## config.mk

```make
export PLATFORM = sky130hd
export DESIGN_NAME = i2c_write_read_sequencer_unit_flat
export DESIGN_NICKNAME = d
export VERILOG_FILES = /design/src/rtl/iwrs_pkg.sv /design/src/rtl/iwrs_in_if.sv /design/src/rtl/iwrs_out_if.sv /design/src/rtl/iwrs_buf.sv /design/src/rtl/iwrs_ctrl.sv /design/src/rtl/i2c_write_read_sequencer_unit.sv /design/src/flat_wrapper.sv
export SDC_FILE = /design/constraint.sdc
export NUM_CORES = 1
export LEC_CHECK = 0
export ABC_AREA = 1
export ABC_CLOCK_PERIOD_IN_PS = 5200
export BUFFER_PORTS_ARGS = -buffer_cell sky130_fd_sc_hd__buf_2
export CAP_MARGIN = 40
export CORE_AREA = 2 2 180 182
export CTS_BUF_LIST = sky130_fd_sc_hd__clkbuf_8 sky130_fd_sc_hd__clkbuf_16
export CTS_CLUSTER_DIAMETER = 40
export DETAILED_ROUTE_END_ITERATION = 16
export DIE_AREA = 0 0 182 184
export GPL_TIMING_DRIVEN = 1
export MAX_ROUTING_LAYER = met4
export PLACE_DENSITY = 0.72
export SYNTH_ARGS = -nofsm -noshare
export SYNTH_HDL_FRONTEND = slang
export SYNTH_HIERARCHICAL = 1
export SYNTH_SLANG_ARGS = --single-unit
```

## constraint.sdc

```tcl
create_clock -name i_clk -period 5.2 [get_ports i_clk]
set_input_delay 1.04 -clock i_clk [delete_from_list [all_inputs] [get_ports i_clk]]
set_output_delay 1.04 -clock i_clk [all_outputs]
set_load 0.1 [all_outputs]
```

## src/rtl/iwrs_pkg.sv

```systemverilog
package iwrs_pkg;

    localparam logic [1:0] OP_LOAD  = 2'd0;
    localparam logic [1:0] OP_START = 2'd1;
    localparam logic [1:0] OP_EVENT = 2'd2;
    localparam logic [1:0] OP_READ  = 2'd3;

    localparam logic [1:0] CMD_NONE  = 2'd0;
    localparam logic [1:0] CMD_CONT  = 2'd1;
    localparam logic [1:0] CMD_START = 2'd2;
    localparam logic [1:0] CMD_STOP  = 2'd3;

    localparam logic [1:0] ST_WAIT_DATA = 2'd0;
    localparam logic [1:0] ST_WAIT_SEND = 2'd1;
    localparam logic [1:0] ST_SENDING   = 2'd2;

    localparam logic [2:0] MS_IDLE      = 3'd0;
    localparam logic [2:0] MS_RX_READY  = 3'd1;
    localparam logic [2:0] MS_TX_READY  = 3'd2;
    localparam logic [2:0] MS_NACK_ADDR = 3'd3;

    localparam logic [7:0] READ_BIT    = 8'h01;
    localparam logic [7:0] LIMIT_RESET = 8'd8;

    typedef struct packed {
        logic [1:0] opcode;
        logic [7:0] device_address;
        logic [4:0] send_count;
        logic [4:0] read_count;
        logic [3:0] byte_index;
        logic [7:0] byte_value;
        logic       arb_lost;
        logic       start_stop_error;
        logic       master_pending;
        logic [2:0] master_state;
    } t_in_item;

    typedef struct packed {
        logic       data_valid;
        logic [7:0] data_byte;
        logic [1:0] command;
        logic       clear_arb_lost;
        logic       clear_start_stop_error;
        logic       irq_enabled;
        logic [1:0] status;
        logic [7:0] read_byte;
    } t_out_item;

endpackage

```

## src/rtl/iwrs_in_if.sv

```systemverilog
interface iwrs_in_if import iwrs_pkg::*; ();
    logic     valid;
    logic     ready;
    t_in_item data;

    modport source (output valid, output data, input ready);
    modport sink (input valid, input data, output ready);
endinterface

```

## src/rtl/iwrs_out_if.sv

```systemverilog
interface iwrs_out_if import iwrs_pkg::*; ();
    logic      valid;
    logic      ready;
    t_out_item data;

    modport source (output valid, output data, input ready);
    modport sink (input valid, input data, output ready);
endinterface

```

## src/rtl/iwrs_buf.sv

```systemverilog
module iwrs_buf #(
    parameter int DEPTH = 16,
    localparam int AW = (DEPTH > 1) ? $clog2(DEPTH) : 1
) (
    input  logic          i_clk,
    input  logic          i_we,
    input  logic [AW-1:0] i_waddr,
    input  logic [7:0]    i_wdata,
    input  logic          i_re,
    input  logic [AW-1:0] i_raddr,
    output logic [7:0]    o_rdata
);

    logic [7:0] r_mem [DEPTH];
    logic [7:0] r_rdata;

    always_ff @(posedge i_clk) begin
        if (i_we) begin
            r_mem[i_waddr] <= i_wdata;
        end
    end

    // forward a same-cycle write to the read port
    always_ff @(posedge i_clk) begin
        if (i_re) begin
            if (i_we && (i_waddr == i_raddr)) begin
                r_rdata <= i_wdata;
            end else begin
                r_rdata <= r_mem[i_raddr];
            end
        end
    end

    assign o_rdata = r_rdata;

endmodule

```

## src/rtl/iwrs_ctrl.sv

```systemverilog
module iwrs_ctrl import iwrs_pkg::*; #(
    parameter int SEND_DEPTH = 16,
    parameter int READ_DEPTH = 16,
    localparam int SCW = $clog2(SEND_DEPTH + 1),
    localparam int RCW = $clog2(READ_DEPTH + 1)
) (
    input  logic           i_clk,
    input  logic           i_rst_n,
    input  logic           i_advance,
    input  t_in_item       i_item,
    input  logic           i_cfg_we,
    input  logic [7:0]     i_cfg_data,
    input  logic [7:0]     i_send_rdata,
    input  logic [7:0]     i_recv_rdata,
    output logic [SCW-1:0] o_send_ptr,
    output logic           o_recv_we,
    output logic [RCW-1:0] o_recv_ptr,
    output t_out_item      o_result
);

    logic [7:0]     r_limit;
    logic [SCW-1:0] r_sent, n_sent;
    logic [RCW-1:0] r_recv, n_recv;
    logic [SCW-1:0] r_to_send, n_to_send;
    logic [RCW-1:0] r_to_read, n_to_read;
    logic [7:0]     r_addr, n_addr;
    logic           r_reading, n_reading;
    logic [1:0]     r_status, n_status;
    logic           r_irq, n_irq;
    logic [7:0]     r_flagless, n_flagless;
    logic           recv_we;
    t_out_item      res;

    always_comb begin
        n_sent     = r_sent;
        n_recv     = r_recv;
        n_to_send  = r_to_send;
        n_to_read  = r_to_read;
        n_addr     = r_addr;
        n_reading  = r_reading;
        n_status   = r_status;
        n_irq      = r_irq;
        n_flagless = r_flagless;
        recv_we    = 1'b0;
        res        = '0;
        res.command = CMD_NONE;
        if (i_advance) begin
            unique case (i_item.opcode)
                OP_LOAD: begin
                end
                OP_START: begin
                    n_addr = i_item.device_address;
                    n_to_send = (32'(i_item.send_count) > SEND_DEPTH) ?
                        SCW'(SEND_DEPTH) : SCW'(i_item.send_count);
                    n_to_read = (32'(i_item.read_count) > READ_DEPTH) ?
                        RCW'(READ_DEPTH) : RCW'(i_item.read_count);
                    n_status   = ST_WAIT_SEND;
                    n_flagless = '0;
                    n_sent     = '0;
                    n_recv     = '0;
                    if (n_to_send != '0) begin
                        n_reading      = 1'b0;
                        res.data_valid = 1'b1;
                        res.data_byte  = i_item.device_address;
                    end else if (n_to_read != '0) begin
                        n_reading      = 1'b1;
                        res.data_valid = 1'b1;
                        res.data_byte  = i_item.device_address | READ_BIT;
                    end
                    res.clear_arb_lost         = 1'b1;
                    res.clear_start_stop_error = 1'b1;
                    res.command                = CMD_START;
                    n_irq                      = 1'b1;
                end
                OP_EVENT: begin
                    if (i_item.arb_lost) begin
                        res.clear_arb_lost = 1'b1;
                        n_irq              = 1'b0;
                        n_status           = ST_WAIT_DATA;
                    end else if (i_item.start_stop_error) begin
                        res.clear_start_stop_error = 1'b1;
                        n_irq                      = 1'b0;
                        n_status                   = ST_WAIT_DATA;
                    end else if (i_item.master_pending) begin
                        unique case (i_item.master_state) inside
                            MS_IDLE: begin
                                n_irq    = 1'b0;
                                n_status = ST_WAIT_DATA;
                            end
                            MS_RX_READY: begin
                                res.command = ({1'b0, r_to_read} ==
                                    ({1'b0, r_recv} + (RCW + 1)'(1))) ? CMD_STOP : CMD_CONT;
                                if (32'(r_recv) < READ_DEPTH) begin
                                    recv_we = 1'b1;
                                    n_recv  = r_recv + RCW'(1);
                                end
                            end
                            MS_TX_READY, MS_NACK_ADDR: begin
                                if (!r_reading) begin
                                    n_status = ST_SENDING;
                                    if (r_sent >= r_to_send) begin
                                        if (r_to_read != '0) begin
                                            n_reading      = 1'b1;
                                            n_recv         = '0;
                                            res.data_valid = 1'b1;
                                            res.data_byte  = r_addr | READ_BIT;
                                            res.command    = CMD_START;
                                        end else begin
                                            res.command = CMD_STOP;
                                        end
                                    end else begin
                                        res.data_valid = 1'b1;
                                        res.data_byte  = i_send_rdata;
                                        res.command    = CMD_CONT;
                                        n_sent         = r_sent + SCW'(1);
                                    end
                                end else begin
                                    res.command = CMD_STOP;
                                end
                            end
                            default: begin
                                res.command = CMD_STOP;
                            end
                        endcase
                    end else begin
                        if (r_flagless >= r_limit) begin
                            n_irq    = 1'b0;
                            n_status = ST_WAIT_DATA;
                        end else begin
                            n_flagless = r_flagless + 8'd1;
                        end
                    end
                end
                OP_READ: begin
                    if (32'(i_item.byte_index) < READ_DEPTH) begin
                        res.read_byte = i_recv_rdata;
                    end
                end
                default: begin
                end
            endcase
        end
        res.irq_enabled = n_irq;
        res.status      = n_status;
    end

    always_ff @(posedge i_clk) begin
        if (!i_rst_n) begin
            r_limit    <= LIMIT_RESET;
            r_sent     <= '0;
            r_recv     <= '0;
            r_to_send  <= '0;
            r_to_read  <= '0;
            r_addr     <= '0;
            r_reading  <= 1'b0;
            r_status   <= ST_WAIT_DATA;
            r_irq      <= 1'b0;
            r_flagless <= '0;
        end else begin
            if (i_cfg_we) begin
                r_limit <= i_cfg_data;
            end
            r_sent     <= n_sent;
            r_recv     <= n_recv;
            r_to_send  <= n_to_send;
            r_to_read  <= n_to_read;
            r_addr     <= n_addr;
            r_reading  <= n_reading;
            r_status   <= n_status;
            r_irq      <= n_irq;
            r_flagless <= n_flagless;
        end
    end

    assign o_send_ptr = n_sent;
    assign o_recv_we  = recv_we;
    assign o_recv_ptr = r_recv;
    assign o_result   = res;

endmodule

```

## src/rtl/i2c_write_read_sequencer_unit.sv

```systemverilog
// I2C write-then-read sequencer.
// Input channel i_in carries one item per handshake: load a send byte,
// start a transaction, a master status event, or read a received byte.
// Output channel o_out returns exactly one result item per input item:
// the byte to put into the master data register, the bus command, flag
// clears, the interrupt enable and the transfer status.
// i_cfg_we/i_cfg_data write the flagless event limit; write it only idle.
// An accepted item is held in the input register and its result is
// registered once the result register is free. Throughput is one item
// per cycle while o_out does not stall: the input register, one pass of
// control logic and the result register form two stages, and both
// buffers are memories with a registered read port.
// Reset clears all progress counters, status and interrupt enable and
// sets the limit to 8; buffer contents stay undefined until loaded.
// When o_out stalls the result holds, the input register still fills once,
// and i_in.ready then drops until the result is taken.
module i2c_write_read_sequencer_unit import iwrs_pkg::*; #(
    parameter int SEND_DEPTH = 16,
    parameter int READ_DEPTH = 16
) (
    input  logic       i_clk,
    input  logic       i_rst_n,
    input  logic       i_cfg_we,
    input  logic [7:0] i_cfg_data,
    iwrs_in_if.sink    i_in,
    iwrs_out_if.source o_out
);

    localparam int SCW = $clog2(SEND_DEPTH + 1);
    localparam int RCW = $clog2(READ_DEPTH + 1);
    localparam int SAW = (SEND_DEPTH > 1) ? $clog2(SEND_DEPTH) : 1;
    localparam int RAW = (READ_DEPTH > 1) ? $clog2(READ_DEPTH) : 1;

    logic           r_in_valid;
    t_in_item       r_in;
    logic           r_out_valid;
    t_out_item      r_out;

    logic           in_fire;
    logic           in_ready;
    logic           advance;
    logic [SCW-1:0] send_ptr;
    logic           recv_we;
    logic [RCW-1:0] recv_ptr;
    logic [7:0]     send_rdata;
    logic [7:0]     recv_rdata;
    t_out_item      result;
    logic           send_we;
    logic [SAW-1:0] send_raddr;
    logic [RAW-1:0] recv_raddr;

    assign advance  = r_in_valid && (!r_out_valid || o_out.ready);
    assign in_ready = !r_in_valid || advance;
    assign in_fire  = i_in.valid && in_ready;

    assign send_we = advance && (r_in.opcode == OP_LOAD) &&
                     (32'(r_in.byte_index) < SEND_DEPTH);
    assign send_raddr = (32'(send_ptr) < SEND_DEPTH) ? SAW'(send_ptr) : '0;
    assign recv_raddr = (32'(i_in.data.byte_index) < READ_DEPTH) ?
                        RAW'(i_in.data.byte_index) : '0;

    iwrs_buf #(
        .DEPTH(SEND_DEPTH)
    ) u_send_buf (
        .i_clk   (i_clk),
        .i_we    (send_we),
        .i_waddr (SAW'(r_in.byte_index)),
        .i_wdata (r_in.byte_value),
        .i_re    (1'b1),
        .i_raddr (send_raddr),
        .o_rdata (send_rdata)
    );

    iwrs_buf #(
        .DEPTH(READ_DEPTH)
    ) u_recv_buf (
        .i_clk   (i_clk),
        .i_we    (recv_we),
        .i_waddr (RAW'(recv_ptr)),
        .i_wdata (r_in.byte_value),
        .i_re    (in_fire),
        .i_raddr (recv_raddr),
        .o_rdata (recv_rdata)
    );

    iwrs_ctrl #(
        .SEND_DEPTH(SEND_DEPTH),
        .READ_DEPTH(READ_DEPTH)
    ) u_ctrl (
        .i_clk        (i_clk),
        .i_rst_n      (i_rst_n),
        .i_advance    (advance),
        .i_item       (r_in),
        .i_cfg_we     (i_cfg_we),
        .i_cfg_data   (i_cfg_data),
        .i_send_rdata (send_rdata),
        .i_recv_rdata (recv_rdata),
        .o_send_ptr   (send_ptr),
        .o_recv_we    (recv_we),
        .o_recv_ptr   (recv_ptr),
        .o_result     (result)
    );

    always_ff @(posedge i_clk) begin
        if (!i_rst_n) begin
            r_in_valid <= 1'b0;
        end else if (in_fire) begin
            r_in_valid <= 1'b1;
        end else if (advance) begin
            r_in_valid <= 1'b0;
        end
    end

    always_ff @(posedge i_clk) begin
        if (in_fire) begin
            r_in <= i_in.data;
        end
    end

    always_ff @(posedge i_clk) begin
        if (!i_rst_n) begin
            r_out_valid <= 1'b0;
        end else if (advance) begin
            r_out_valid <= 1'b1;
        end else if (o_out.ready) begin
            r_out_valid <= 1'b0;
        end
    end

    always_ff @(posedge i_clk) begin
        if (advance) begin
            r_out <= result;
        end
    end

    assign i_in.ready  = in_ready;
    assign o_out.valid = r_out_valid;
    assign o_out.data  = r_out;

endmodule
```

## src/flat_wrapper.sv

```systemverilog
// flat-port wrapper written by rule: the top's interface ports become plain ports
module i2c_write_read_sequencer_unit_flat import iwrs_pkg::*;
#(
    parameter int SEND_DEPTH = 16,
    parameter int READ_DEPTH = 16
)
  (i_clk, i_rst_n, i_cfg_we, i_cfg_data, i_in_valid, i_in_data, i_in_ready, o_out_valid, o_out_data, o_out_ready);
  iwrs_in_if i_in_i ();
  iwrs_out_if o_out_i ();
  input  logic i_clk;
  input  logic i_rst_n;
  input  logic i_cfg_we;
  input  logic [7:0] i_cfg_data;
  input wire logic [$bits(i_in_i.valid)-1:0] i_in_valid;
  input wire logic [$bits(i_in_i.data)-1:0] i_in_data;
  output wire logic [$bits(i_in_i.ready)-1:0] i_in_ready;
  output wire logic [$bits(o_out_i.valid)-1:0] o_out_valid;
  output wire logic [$bits(o_out_i.data)-1:0] o_out_data;
  input wire logic [$bits(o_out_i.ready)-1:0] o_out_ready;
  assign i_in_i.valid = i_in_valid;
  assign i_in_i.data = i_in_data;
  assign i_in_ready = i_in_i.ready;
  assign o_out_valid = o_out_i.valid;
  assign o_out_data = o_out_i.data;
  assign o_out_i.ready = o_out_ready;
  i2c_write_read_sequencer_unit #(.SEND_DEPTH(SEND_DEPTH), .READ_DEPTH(READ_DEPTH)) u_core (.i_clk(i_clk), .i_rst_n(i_rst_n), .i_cfg_we(i_cfg_we), .i_cfg_data(i_cfg_data), .i_in(i_in_i), .o_out(o_out_i));
endmodule
```

==> results of run 1 <==
critical path, cell delays in order:
cell	delay [ns]
sky130_fd_sc_hd__buf_2	0.07
sky130_fd_sc_hd__inv_1	0.05
sky130_fd_sc_hd__nand2_1	0.09
sky130_fd_sc_hd__nand2_1	0.07
sky130_fd_sc_hd__inv_1	0.08
sky130_fd_sc_hd__inv_1	0.04
sky130_fd_sc_hd__or2_1	0.30
sky130_fd_sc_hd__buf_4	0.23
sky130_fd_sc_hd__nor2_1	0.23
sky130_fd_sc_hd__inv_1	0.14
sky130_fd_sc_hd__nand3_1	0.13
sky130_fd_sc_hd__inv_1	0.11
sky130_fd_sc_hd__nor2_4	0.13
sky130_fd_sc_hd__buf_4	0.56
sky130_fd_sc_hd__o22ai_1	0.25
sky130_fd_sc_hd__a21oi_4	0.32
sky130_fd_sc_hd__nand3_4	0.17
sky130_fd_sc_hd__nand2_1	0.11
sky130_fd_sc_hd__nand2_1	0.05
placed cells by master (no fill, tap or decap), types with 3 or more instances in the layout:
cell,n
sky130_fd_sc_hd__clkinvlp_4,4
sky130_fd_sc_hd__o211ai_1,3
sky130_fd_sc_hd__o22ai_1,4
sky130_fd_sc_hd__nand2_1,503
sky130_fd_sc_hd__a21oi_1,52
sky130_fd_sc_hd__a21oi_4,4
sky130_fd_sc_hd__nor2_2,4
sky130_fd_sc_hd__o21ai_1,4
sky130_fd_sc_hd__nor3_1,8
sky130_fd_sc_hd__o21ai_0,27
sky130_fd_sc_hd__inv_6,7
sky130_fd_sc_hd__a211oi_1,4
sky130_fd_sc_hd__bufinv_16,7
sky130_fd_sc_hd__buf_2,76
sky130_fd_sc_hd__clkinv_2,5
sky130_fd_sc_hd__buf_4,17
sky130_fd_sc_hd__nand4_1,28
sky130_fd_sc_hd__edfxtp_1,334
sky130_fd_sc_hd__dfxtp_1,49
sky130_fd_sc_hd__clkbuf_16,49
sky130_fd_sc_hd__xor2_1,4
sky130_fd_sc_hd__inv_1,287
sky130_fd_sc_hd__inv_2,13
sky130_fd_sc_hd__conb_1,8
sky130_fd_sc_hd__clkinv_4,5
sky130_fd_sc_hd__nand3_1,228
sky130_fd_sc_hd__nor2_1,106
sky130_fd_sc_hd__ha_1,19
sky130_fd_sc_hd__xnor2_1,3
area by class of cell:
class / instances / area (um^2) / area share (%)
Sequential cell: 383 / 11000 / 56.1
Multi-Input combinational cell: 1033 / 4790 / 24.4
Clock buffer: 49 / 1230 / 6.25
Inverter: 293 / 1110 / 5.67
Timing Repair Buffer: 95 / 556 / 2.83
Tap cell: 402 / 503 / 2.56
Clock inverter: 39 / 419 / 2.14
logic make-up (layout without fill, tap and decap cells):
logic type      after synthesis  after routing
simple gates                894            894
flops                       383            383
buf+inv                     356            476
compound gates              105            105
fa+ha+maj                    19             19
xor+xnor                      7              7
other cells                   1              8
worst max-delay path by stage:
stage / start / end / slack, ns / cells past startpoint
finish: o_out_ready / u_core/u_send_buf/o_rdata[2]$_DFFE_PP_ / 1.31 / 19
global route: o_out_ready / u_core/u_send_buf/o_rdata[5]$_DFFE_PP_ / 1.07 / 19
detailed placement: o_out_ready / u_core/u_send_buf/o_rdata[2]$_DFFE_PP_ / 0.83 / 19
CTS: o_out_ready / u_core/u_send_buf/o_rdata[2]$_DFFE_PP_ / 1.38 / 19
floorplan: o_out_ready / u_core/u_send_buf/o_rdata[0]$_DFFE_PP_ / 1.18 / 22
global placement: o_out_ready / u_core/u_send_buf/o_rdata[3]$_DFFE_PP_ / 0.94 / 19
power by group through the flow:
stage / logic [mW] / clock network (mW) / registers, mW
final: 0.412 / 3.38 / 3.43
after global routing: 0.450 / 3.55 / 3.43
after CTS: 0.411 / 3.42 / 3.42
after detailed placement: 0.407 / 0 / 3.49
after global placement: 0.396 / 0 / 3.49
after floorplan: 0.193 / 0 / 3.57
stage by stage:
stage	hold slack [ns]	util, %	setup WS (ns)
3_5_place_dp	0.460	57.2	0.834
5_1_grt	0.498	62.5	1.07
3_3_place_gp	0.451	57.1	0.942
4_1_cts	0.469	62.5	1.38
2_1_floorplan	0.433	-	1.18
6_report	0.471	62.5	1.31
state kept, by name, indices dropped and copies added, names as in the netlist, 5 cells and up:
signal	cells
u_core/u_send_buf/r_mem	128
u_core/u_recv_buf/r_mem	128
u_core/u_ctrl/r_sent	5
u_core/u_recv_buf/o_rdata	8
u_core/o_out.data	24
u_core/u_ctrl/r_limit	8
u_core/u_ctrl/r_to_read	5
u_core/u_ctrl/r_addr	7
u_core/r_in	38
u_core/u_ctrl/r_flagless	8
u_core/u_send_buf/o_rdata	8
u_core/u_ctrl/r_to_send	5
u_core/u_ctrl/o_recv_ptr	5
layer usage:
layer  vias to the layer above  wire length (um)  share of wire [%]  global-route usage, %
met5                         -                 0                  0                      -
met4                         0               992                2.5                   7.48
met3                        80              2890                7.4                   4.12
met2                       459             18800                 48                   39.5
met1                      5751             16600                 42                   31.5
li1                       5945                 -                  -                      -
==> results.md, run 1 <==
| Parameter | This run | Unit |
|:---|:---|:---|
| Final RePlAce weighted congestion | 0.916 | - |
| GR Overflow Total | 0 | - |
| Finish-stage setup viols | 0 | - |
| Sink count of the clock tree | 383 | - |
| Post-synthesis instance area | 0.0172 | mm^2 |
| Number of warnings issued by yosys | 6 | - |
| Total core area | 0.0314 | mm^2 |
| Final hold violations | 0 | - |
| Area leader, netlist | sky130_fd_sc_hd__edfxtp_1 | - |
| Residual DRC | 0 | - |
| Post-layout nets | 1924 | - |
| Final setup TNS | 0 | ns |
| Internal power | 5.57 | mW |
| Simple logic cell fraction of the synthesized area | 22.2 | % |
| Xor-xnor portion of the synthesized cell area | 0.356 | % |
| Gate count of the mapped netlist | 1765 | - |
| Average footprint of a synthesized cell | 9.75 | um^2 |
| Top post-synthesis cells by area | sky130_fd_sc_hd__edfxtp_1 (58%), sky130_fd_sc_hd__nand2_1 (11%), sky130_fd_sc_hd__nand3_1 (6.6%) | - |
| Number of max-slew violations in the final report | 0 | - |
| First-pass DRT Iterations | 6 | - |
| DRT Wirelength | 39200 | um |
| Highest fanout seen on the critical path | 66 | - |
| Post-synthesis cell type count | 43 | - |
| Arithmetic-cell share of the synthesized area counting full adders, half adders and majority gates | 1.38 | % |
| Average detailed-routed wire length per instance | 17.1 | um |
| Filler cell count | 2458 | - |
| Insertion delay of the later-clocked pin in the worst-skew pair | 0.55 | ns |
| Post-synthesis async set-or-reset flop share | 0 | % |
| Outcome | complete, no violations | - |
| Final non-filler cell total | 2294 | - |
| Worst EP required | 5.51 | ns |
| WHS Endpoint | u_core/u_ctrl/r_to_send[4]$_SDFFE_PN0P_ | - |
| Worst Path Arrival | 4.20 | ns |
| Number of buffers added by the clock tree synthesis step | 48 | - |
| Path category of the worst min-delay check | reg -> reg | - |
| Overall routing resource usage | 24.3 | % |
| Worst Max-Slew Pin Slew | 0.906 | ns |
| Initial DRC Count | 1314 | - |
| Reg-to-Reg End | u_core/u_send_buf/o_rdata[2]$_DFFE_PP_ | - |
| Routed vias | 12200 | - |
| Number of top-level pins | 77 | - |
| Net load switching power | 1.64 | mW |
| Final Cycle Share | 74.8 | % |
| Sequential group share of total power | 47.5 | % |
| Time the final worst path needs with I/O delays and setup | 3.89 | ns |
| Total of hold buffers inserted after clock tree synthesis | 0 | - |
| Largest voltage drop on the vdd net | 0.232 | mV |
| Cell row count | 65 | - |
| Unrepaired setup endpoints after global routing | no | - |
| Hold Path Cell Cnt | 2 | - |
| Most frequently used cell type in the post-synthesis netlist | sky130_fd_sc_hd__nand2_1 | - |
| Number of cells after detailed placement | 2206 | - |
| Dominant combinational cell family by area after synthesis | simple AND/OR/NAND/NOR gates | - |
| Clock Tree Root | sky130_fd_sc_hd__clkbuf_16 | - |
| Net Sw Frac | 22.8 | % |
| Clock-pin transition on the worst setup and hold timing paths | 0.06 | ns |
| Part of the total power dissipated in combinational logic | 5.7 | % |
| Part of the Yosys area used for sequential elements | 64.0 | % |
| Nature of the critical path startpoint | primary input | - |
| Number of global-route vias before repair | 11800 | - |
| Reg-to-Reg Start | u_core/r_in[36]$_DFFE_PP_ | - |
| CTS tree | yes | - |
| Top flip-flop cell by instance count after synthesis | sky130_fd_sc_hd__edfxtp_1 | - |
| Startpoint of the lowest-slack hold path | u_core/u_ctrl/r_to_send[4]$_SDFFE_PN0P_ | - |
| Hpwl dp | 24300 | um |
| Die Span Y | 184 | um |
| Flop2flop setup slack | 1.38 | ns |
| Die W | 182 | um |
| Synth Area in Compound Gates | 3.64 | % |
| Resize count post-CTS | 0 | - |
| Total leakage power | 8.31 | nW |
| PnR Total Power | 7.21 | mW |
| Fmax | 257 | MHz |
| Post-CTS Setup Bufs | 0 | - |
| Post-synthesis sequential element count | 383 | - |
| Pwr per Cell Area | 368 | mW/mm^2 |
| Clock Path Buffers | 3 | - |
| Number of H-tree levels | 2 | - |
| Part of the total power dissipated in the clock network | 46.8 | % |
| Input/output buffers | 76 | - |
| Fraction of final layout cells sized beyond drive strength 1 | 11.2 | % |
| Max capacitance violation total | 0 | - |
| Die footprint | 0.0335 | mm^2 |
| Maximum number of pins on one net before global-route repair | 68 | - |
| Worst slew margin | 39.3 | % |
| List of most frequent post-synthesis cells | sky130_fd_sc_hd__nand2_1 (503), sky130_fd_sc_hd__edfxtp_1 (334), sky130_fd_sc_hd__inv_1 (280) | - |
| Worst Skew | 0.0125 | ns |
| Number of enable-type register cells in the synthesized netlist | 334 | - |
| Via density per instance | 5.33 | - |
| Diode count | 0 | - |
| Post-DRT Antenna Nets | 0 | - |
| Initial Utilization | 54.8 | % |
| Area share of the largest cell type after synthesis | 58.3 | % |
| Layout area overhead | 14.0 | % |
| Multiplexer share of the synthesized area | 0 | % |
| Global-route wire length before repair | 61900 | um |
| Finished layout cell area | 0.0196 | mm^2 |
| Number of antenna violations at the first check in global routing | 0 | - |
| Category of the critical setup timing path | in -> reg | - |
| Endpoint class of the critical path | flip-flop | - |
| Placed cell areas | 0.0180 | mm^2 |
| Number of cells traversed by the worst register-to-register path | 15 | - |
Power figures use the tool's default switching activity.
==> inputs of run 2 (changes only) <==
--- a/config.mk
+++ b/config.mk
@@ -5,18 +5,18 @@
 export SDC_FILE = /design/constraint.sdc
 export NUM_CORES = 1
 export LEC_CHECK = 0
-export ABC_AREA = 1
-export ABC_CLOCK_PERIOD_IN_PS = 5200
+export ABC_AREA = 0
+export ABC_CLOCK_PERIOD_IN_PS = 3200
 export BUFFER_PORTS_ARGS = -buffer_cell sky130_fd_sc_hd__buf_2
 export CAP_MARGIN = 40
-export CORE_AREA = 2 2 180 182
+export CORE_AREA = 2 2 175 177
 export CTS_BUF_LIST = sky130_fd_sc_hd__clkbuf_8 sky130_fd_sc_hd__clkbuf_16
 export CTS_CLUSTER_DIAMETER = 40
 export DETAILED_ROUTE_END_ITERATION = 16
-export DIE_AREA = 0 0 182 184
+export DIE_AREA = 0 0 177 179
 export GPL_TIMING_DRIVEN = 1
 export MAX_ROUTING_LAYER = met4
-export PLACE_DENSITY = 0.72
+export PLACE_DENSITY = 0.75
 export SYNTH_ARGS = -nofsm -noshare
 export SYNTH_HDL_FRONTEND = slang
 export SYNTH_HIERARCHICAL = 1
==> constraint.sdc (replaced) <==
create_clock -name i_clk -period 3.2 [get_ports i_clk]
set_input_delay 0.64 -clock i_clk [delete_from_list [all_inputs] [get_ports i_clk]]
set_output_delay 0.64 -clock i_clk [all_outputs]
set_load 0.1 [all_outputs]
==> run 2 against run 1 <==
The run now ends with setup timing left. Clock power is 67% higher. Critical path depth is 4 lower. Via count is 24% lower. Core utilization is 3.1 points higher. Combinational power is 38% higher. Largest cell class unchanged. Largest power group is now clock.
==> results.md, run 2 <==
| Parameter | This run | Unit | Delta |
|:---|:---|:---|:---|
| Outcome | complete, but fails checks | - | was complete, no violations |
| Failing checks | setup timing | - |  |
| Die Span Y | 179 | um | was 184 um |
| Reg-to-Reg End | u_core/u_send_buf/o_rdata[0]$_DFFE_PP_ | - | was u_core/u_send_buf/o_rdata[2]$_DFFE_PP_ |
| Sink count of the clock tree | 383 | - | unchanged |
| Internal power | 9.22 | mW | was 5.57 mW |
| Setup slack after placement | -0.281 | ns | was 0.834 ns |
| Die footprint | 0.0317 | mm^2 | was 0.0335 mm^2 |
| Number of cells traversed by the worst register-to-register path | 15 | - | unchanged |
| Filler cell count | 2005 | - | was 2458 |
| Post-synthesis sequential element count | 383 | - | unchanged |
| Part of the total power dissipated in combinational logic | 4.8 | % | was 5.7% |
| Insertion delay of the later-clocked pin in the worst-skew pair | 0.55 | ns | about the same |
| Pwr per Cell Area | 599 | mW/mm^2 | was 368 mW/mm^2 |
| Highest fanout seen on the critical path | 6 | - | was 66 |
| Die W | 177 | um | was 182 um |
| Worst path buffer plus inverter count | 5 | - | was 8 |
| Worst Path Arrival | 3.71 | ns | was 4.20 ns |
| Top post-synthesis cells by area | sky130_fd_sc_hd__edfxtp_1 (62%), sky130_fd_sc_hd__mux4_1 (7.4%), sky130_fd_sc_hd__dfxtp_1 (6.0%) | - | was sky130_fd_sc_hd__edfxtp_1 (58%), sky130_fd_sc_hd__nand2_1 (11%), sky130_fd_sc_hd__nand3_1 (6.6%) |
| Area used by multi-input combinational logic | 0.00496 | mm^2 | was 0.00479 mm^2 |
| Part of the Yosys area used for sequential elements | 67.8 | % | was 64.0% |
| Number of max-slew violations in the final report | 0 | - | unchanged |
| Area of all sequential standard cells | 0.0110 | mm^2 | about the same |
| Layout area overhead | 21.3 | % | was 14.0% |
| CTS tree | yes | - | unchanged |
| Fmax | 293 | MHz |  |
| Average detailed-routed wire length per instance | 22.1 | um | was 17.1 um |
| Number of H-tree levels | 2 | - | unchanged |
| Largest voltage drop on the vdd net | 0.476 | mV | was 0.232 mV |
| Top Family by Delay on Critical Path | multiplexers | - | was buffers and inverters |
| Most common cell after layout, fill and taps aside | sky130_fd_sc_hd__edfxtp_1 | - | was sky130_fd_sc_hd__nand2_1 |
| Final design utilization | 65.6 | % | was 62.5% |
| WHS Endpoint | u_core/r_in[29]$_DFFE_PP_ | - | was u_core/u_ctrl/r_to_send[4]$_SDFFE_PN0P_ |
| Area share of the largest cell type after synthesis | 61.8 | % | was 58.3% |
| Total core area | 0.0300 | mm^2 | was 0.0314 mm^2 |
| Leading registers by flop count | u_core/u_recv_buf/r_mem x128, u_core/u_send_buf/r_mem x128, u_core/r_in x38 | - | unchanged |
| PnR Total Power | 11.8 | mW | was 7.21 mW |
| Post-synthesis cell type count | 72 | - | was 43 |
| Net load switching power | 2.58 | mW | was 1.64 mW |
| Residual DRC | 0 | - | unchanged |
| Final Cycle Share | 107 | % |  |
| Post-synthesis instance area | 0.0162 | mm^2 | was 0.0172 mm^2 |
| Global-route wire length before repair | 52900 | um | was 61900 um |
| Post-layout nets | 1227 | - | was 1924 |
| Diode count | 0 | - | unchanged |
| Unrepaired setup endpoints after global routing | yes | - | was no |
| Total leakage power | 6.96 | nW | was 8.31 nW |
| Clock Tree Root | sky130_fd_sc_hd__clkbuf_16 | - | unchanged |
| Clock-pin transition on the worst setup and hold timing paths | 0.06 | ns | about the same |
| Net Sw Frac | 21.9 | % | was 22.8% |
| Number of antenna violations at the first check in global routing | 1 | - | was 0 |
| Input/output buffers | 76 | - | unchanged |
| Maximum number of pins on one net before global-route repair | 49 | - | was 68 |
| First-pass DRT Iterations | 5 | - | was 6 |
| DRT Wirelength | 35300 | um | was 39200 um |
| Cell row count | 64 | - | was 65 |
| Number of buffers added by the clock tree synthesis step | 49 | - | was 48 |
| Fraction of final layout cells sized beyond drive strength 1 | 28.7 | % | was 11.2% |
| Highest-count cells in the layout ignoring fill and taps | sky130_fd_sc_hd__edfxtp_1 (334), sky130_fd_sc_hd__buf_4 (85), sky130_fd_sc_hd__buf_2 (76) | - | was sky130_fd_sc_hd__nand2_1 (503), sky130_fd_sc_hd__edfxtp_1 (334), sky130_fd_sc_hd__inv_1 (287) |
| Endpoint class of the critical path | flip-flop | - | unchanged |
| Category of the critical setup timing path | reg -> reg | - | was in -> reg |
| Reg-to-Reg Start | u_core/r_in[36]$_DFFE_PP_ | - | unchanged |
| Routed vias | 9320 | - | was 12200 |
| Number of global-route vias before repair | 9235 | - | was 11800 |
| Hpwl dp | 22300 | um | was 24300 um |
| Post-synthesis async set-or-reset flop share | 0 | % | unchanged |
| Worst Skew | 0.0226 | ns | was 0.0125 ns |
| Max capacitance violation total | 0 | - | unchanged |
| Startpoint of the lowest-slack hold path | i_in_data[29] | - | was u_core/u_ctrl/r_to_send[4]$_SDFFE_PN0P_ |
| Finished layout cell area | 0.0197 | mm^2 | was 0.0196 mm^2 |
| Overall routing resource usage | 23.1 | % | was 24.3% |
| Finish-stage setup viols | 8 | - | was 0 |
| Final RePlAce weighted congestion | 0.846 | - | was 0.916 |
| Sequential group share of total power | 47.2 | % | was 47.5% |
| Worst EP required | 3.49 | ns | was 5.51 ns |
| Maximum cell stage delay along the critical path | 0.50 | ns | was 0.56 ns |
| Part of the total power dissipated in the clock network | 48.0 | % | was 46.8% |
| Hold Path Cell Cnt | 1 | - | was 2 |
| Number of warnings issued by yosys | 6 | - | unchanged |
| Clock Path Buffers | 3 | - | unchanged |
| Cells along the critical path | inv_2, ha_4, nand2b_4, nor4_4, buf_4, o2111ai_4, mux2i_4, nor2b_4, buf_12, buf_12, buf_6, mux4_2, mux2i_1, mux2i_1, mux2_4 | - | was buf_2, inv_1, nand2_1, nand2_1, inv_1, inv_1, or2_1, buf_4, nor2_1, inv_1, nand3_1, inv_1, nor2_4, buf_4, o22ai_1, a21oi_4, nand3_4, nand2_1, nand2_1 |
| Most frequently used cell type in the post-synthesis netlist | sky130_fd_sc_hd__edfxtp_1 | - | was sky130_fd_sc_hd__nand2_1 |
| Via density per instance | 5.85 | - | was 5.33 |
| Average footprint of a synthesized cell | 16.8 | um^2 | was 9.75 um^2 |
| Gate count of the mapped netlist | 968 | - | was 1765 |
| Number of top-level pins | 77 | - | unchanged |
| Master of the slowest instance on the critical path | sky130_fd_sc_hd__mux4_2 | - | was sky130_fd_sc_hd__buf_4 |
| Path category of the worst min-delay check | in -> reg | - | was reg -> reg |
| Nature of the critical path startpoint | flip-flop | - | was primary input |
| GR Overflow Total | 0 | - | unchanged |
| Post-DRT Antenna Nets | 0 | - | unchanged |
| Worst slew margin | 46.4 | % | was 39.3% |
| Initial DRC Count | 1003 | - | was 1314 |
| Placed cell areas | 0.0178 | mm^2 | was 0.0180 mm^2 |
| Area leader, netlist | sky130_fd_sc_hd__edfxtp_1 | - | unchanged |
| Flop2flop setup slack | -0.22 | ns | was 1.38 ns |
| Time the final worst path needs with I/O delays and setup | 3.42 | ns |  |
| Final hold violations | 0 | - | unchanged |
| Worst Max-Slew Pin Slew | 0.803 | ns | was 0.906 ns |
| Initial Utilization | 54.1 | % | was 54.8% |
| List of most frequent post-synthesis cells | sky130_fd_sc_hd__edfxtp_1 (334), sky130_fd_sc_hd__mux2i_1 (58), sky130_fd_sc_hd__nor2_1 (53) | - | was sky130_fd_sc_hd__nand2_1 (503), sky130_fd_sc_hd__edfxtp_1 (334), sky130_fd_sc_hd__inv_1 (280) |
| Top flip-flop cell by instance count after synthesis | sky130_fd_sc_hd__edfxtp_1 | - | unchanged |
| Number of enable-type register cells in the synthesized netlist | 334 | - | unchanged |
| Total of hold buffers inserted after clock tree synthesis | 0 | - | unchanged |
| Worst setup margin | -0.217 | ns | was 1.31 ns |
==> run 2: cell count changes after synthesis, moves of 26 or more <==
cell | previous run | this run
sky130_fd_sc_hd__mux4_1 | 0 | 46
sky130_fd_sc_hd__inv_1 | 280 | 25
sky130_fd_sc_hd__a21oi_1 | 52 | 26
sky130_fd_sc_hd__nor2_1 | 108 | 53
sky130_fd_sc_hd__nor2b_1 | 0 | 26
sky130_fd_sc_hd__nand2_1 | 503 | 42
sky130_fd_sc_hd__mux2i_1 | 0 | 58
sky130_fd_sc_hd__nand3_1 | 228 | 15
==> run 2: cells by family (layout without fill, tap and decap cells) <==
kind of cell	count (synthesis)	in the layout	share of synthesized area, %
flip-flops	383	383	67.8
AND/OR/NAND/NOR	222	222	7.67
multiplexers	140	140	14.8
AO/OA/AOI/OAI	113	113	5.10
buffers and inverters	74	295	2.28
adder cells (fa/ha/maj)	19	19	1.46
XOR/XNOR	16	16	0.863
other	1	8	0.0231
==> run 2: per-layer routing <==
| metal | vias up | track usage (%) | wire length, um |
|---|---|---|---|
| met5 | - | - | 0 |
| met4 | 0 | 7.85 | 976 |
| met3 | 83 | 4.03 | 2260 |
| met2 | 366 | 36.9 | 17200 |
| met1 | 4664 | 30.2 | 14800 |
| li1 | 4207 | - | - |
==> run 2: cell type report <==
cell class                 instances  share of cell area [%]
tap                              396                    2.52
multi-input combinational        518                    25.2
clock buffer                      51                    6.48
clock inverter                    39                    2.31
timing repair buffer             180                    7.10
sequential                       383                    55.9
inverter                          25                   0.476
==> run 2: stage by stage <==
| step | hold WS [ns] | instances | TNS (ns) |
|---|---|---|---|
| after floorplan | 0.443 | 975 | -12.12 |
| after global placement | 0.453 | 1485 | -1.51 |
| after detailed placement | 0.461 | 1493 | -1.94 |
| after CTS | 0.246 | 1591 | -1.00 |
| after global routing | 0.242 | 1592 | -2.12 |
| final | 0.266 | 1592 | -1.21 |
==> run 2: worst max-delay path by stage <==
stage	startpoint	end	slack, ns	cells after the start
3_3_place_gp	o_out_ready	u_core/u_send_buf/o_rdata[4]$_DFFE_PP_	-0.21	14
2_1_floorplan	o_out_ready	u_core/u_send_buf/o_rdata[4]$_DFFE_PP_	-0.53	14
6_report	u_core/r_in[36]$_DFFE_PP_	u_core/u_send_buf/o_rdata[0]$_DFFE_PP_	-0.22	15
3_5_place_dp	o_out_ready	u_core/u_send_buf/o_rdata[2]$_DFFE_PP_	-0.28	13
5_1_grt	u_core/r_in[36]$_DFFE_PP_	u_core/u_send_buf/o_rdata[0]$_DFFE_PP_	-0.33	15
4_1_cts	u_core/r_in[36]$_DFFE_PP_	u_core/u_send_buf/o_rdata[0]$_DFFE_PP_	-0.14	15
==> run 2: power groups by stage <==
| stage | clock (mW) | sequential (mW) | combinational, mW |
|---|---|---|---|
| floorplan | 0 | 5.79 | 0.237 |
| global placement | 0 | 5.70 | 0.493 |
| detailed placement | 0 | 5.67 | 0.558 |
| CTS | 5.75 | 5.57 | 0.570 |
| global route | 5.95 | 5.58 | 0.605 |
| finish | 5.66 | 5.57 | 0.569 |
==> run 2: repair_timing <==
action | CTS | global route
gates resized for setup | 20 | 9
buffers inserted | 7 | 1
cloned | 1 | 0
setup endpoints to repair | 8 | 8
pin swaps | 5 | 1
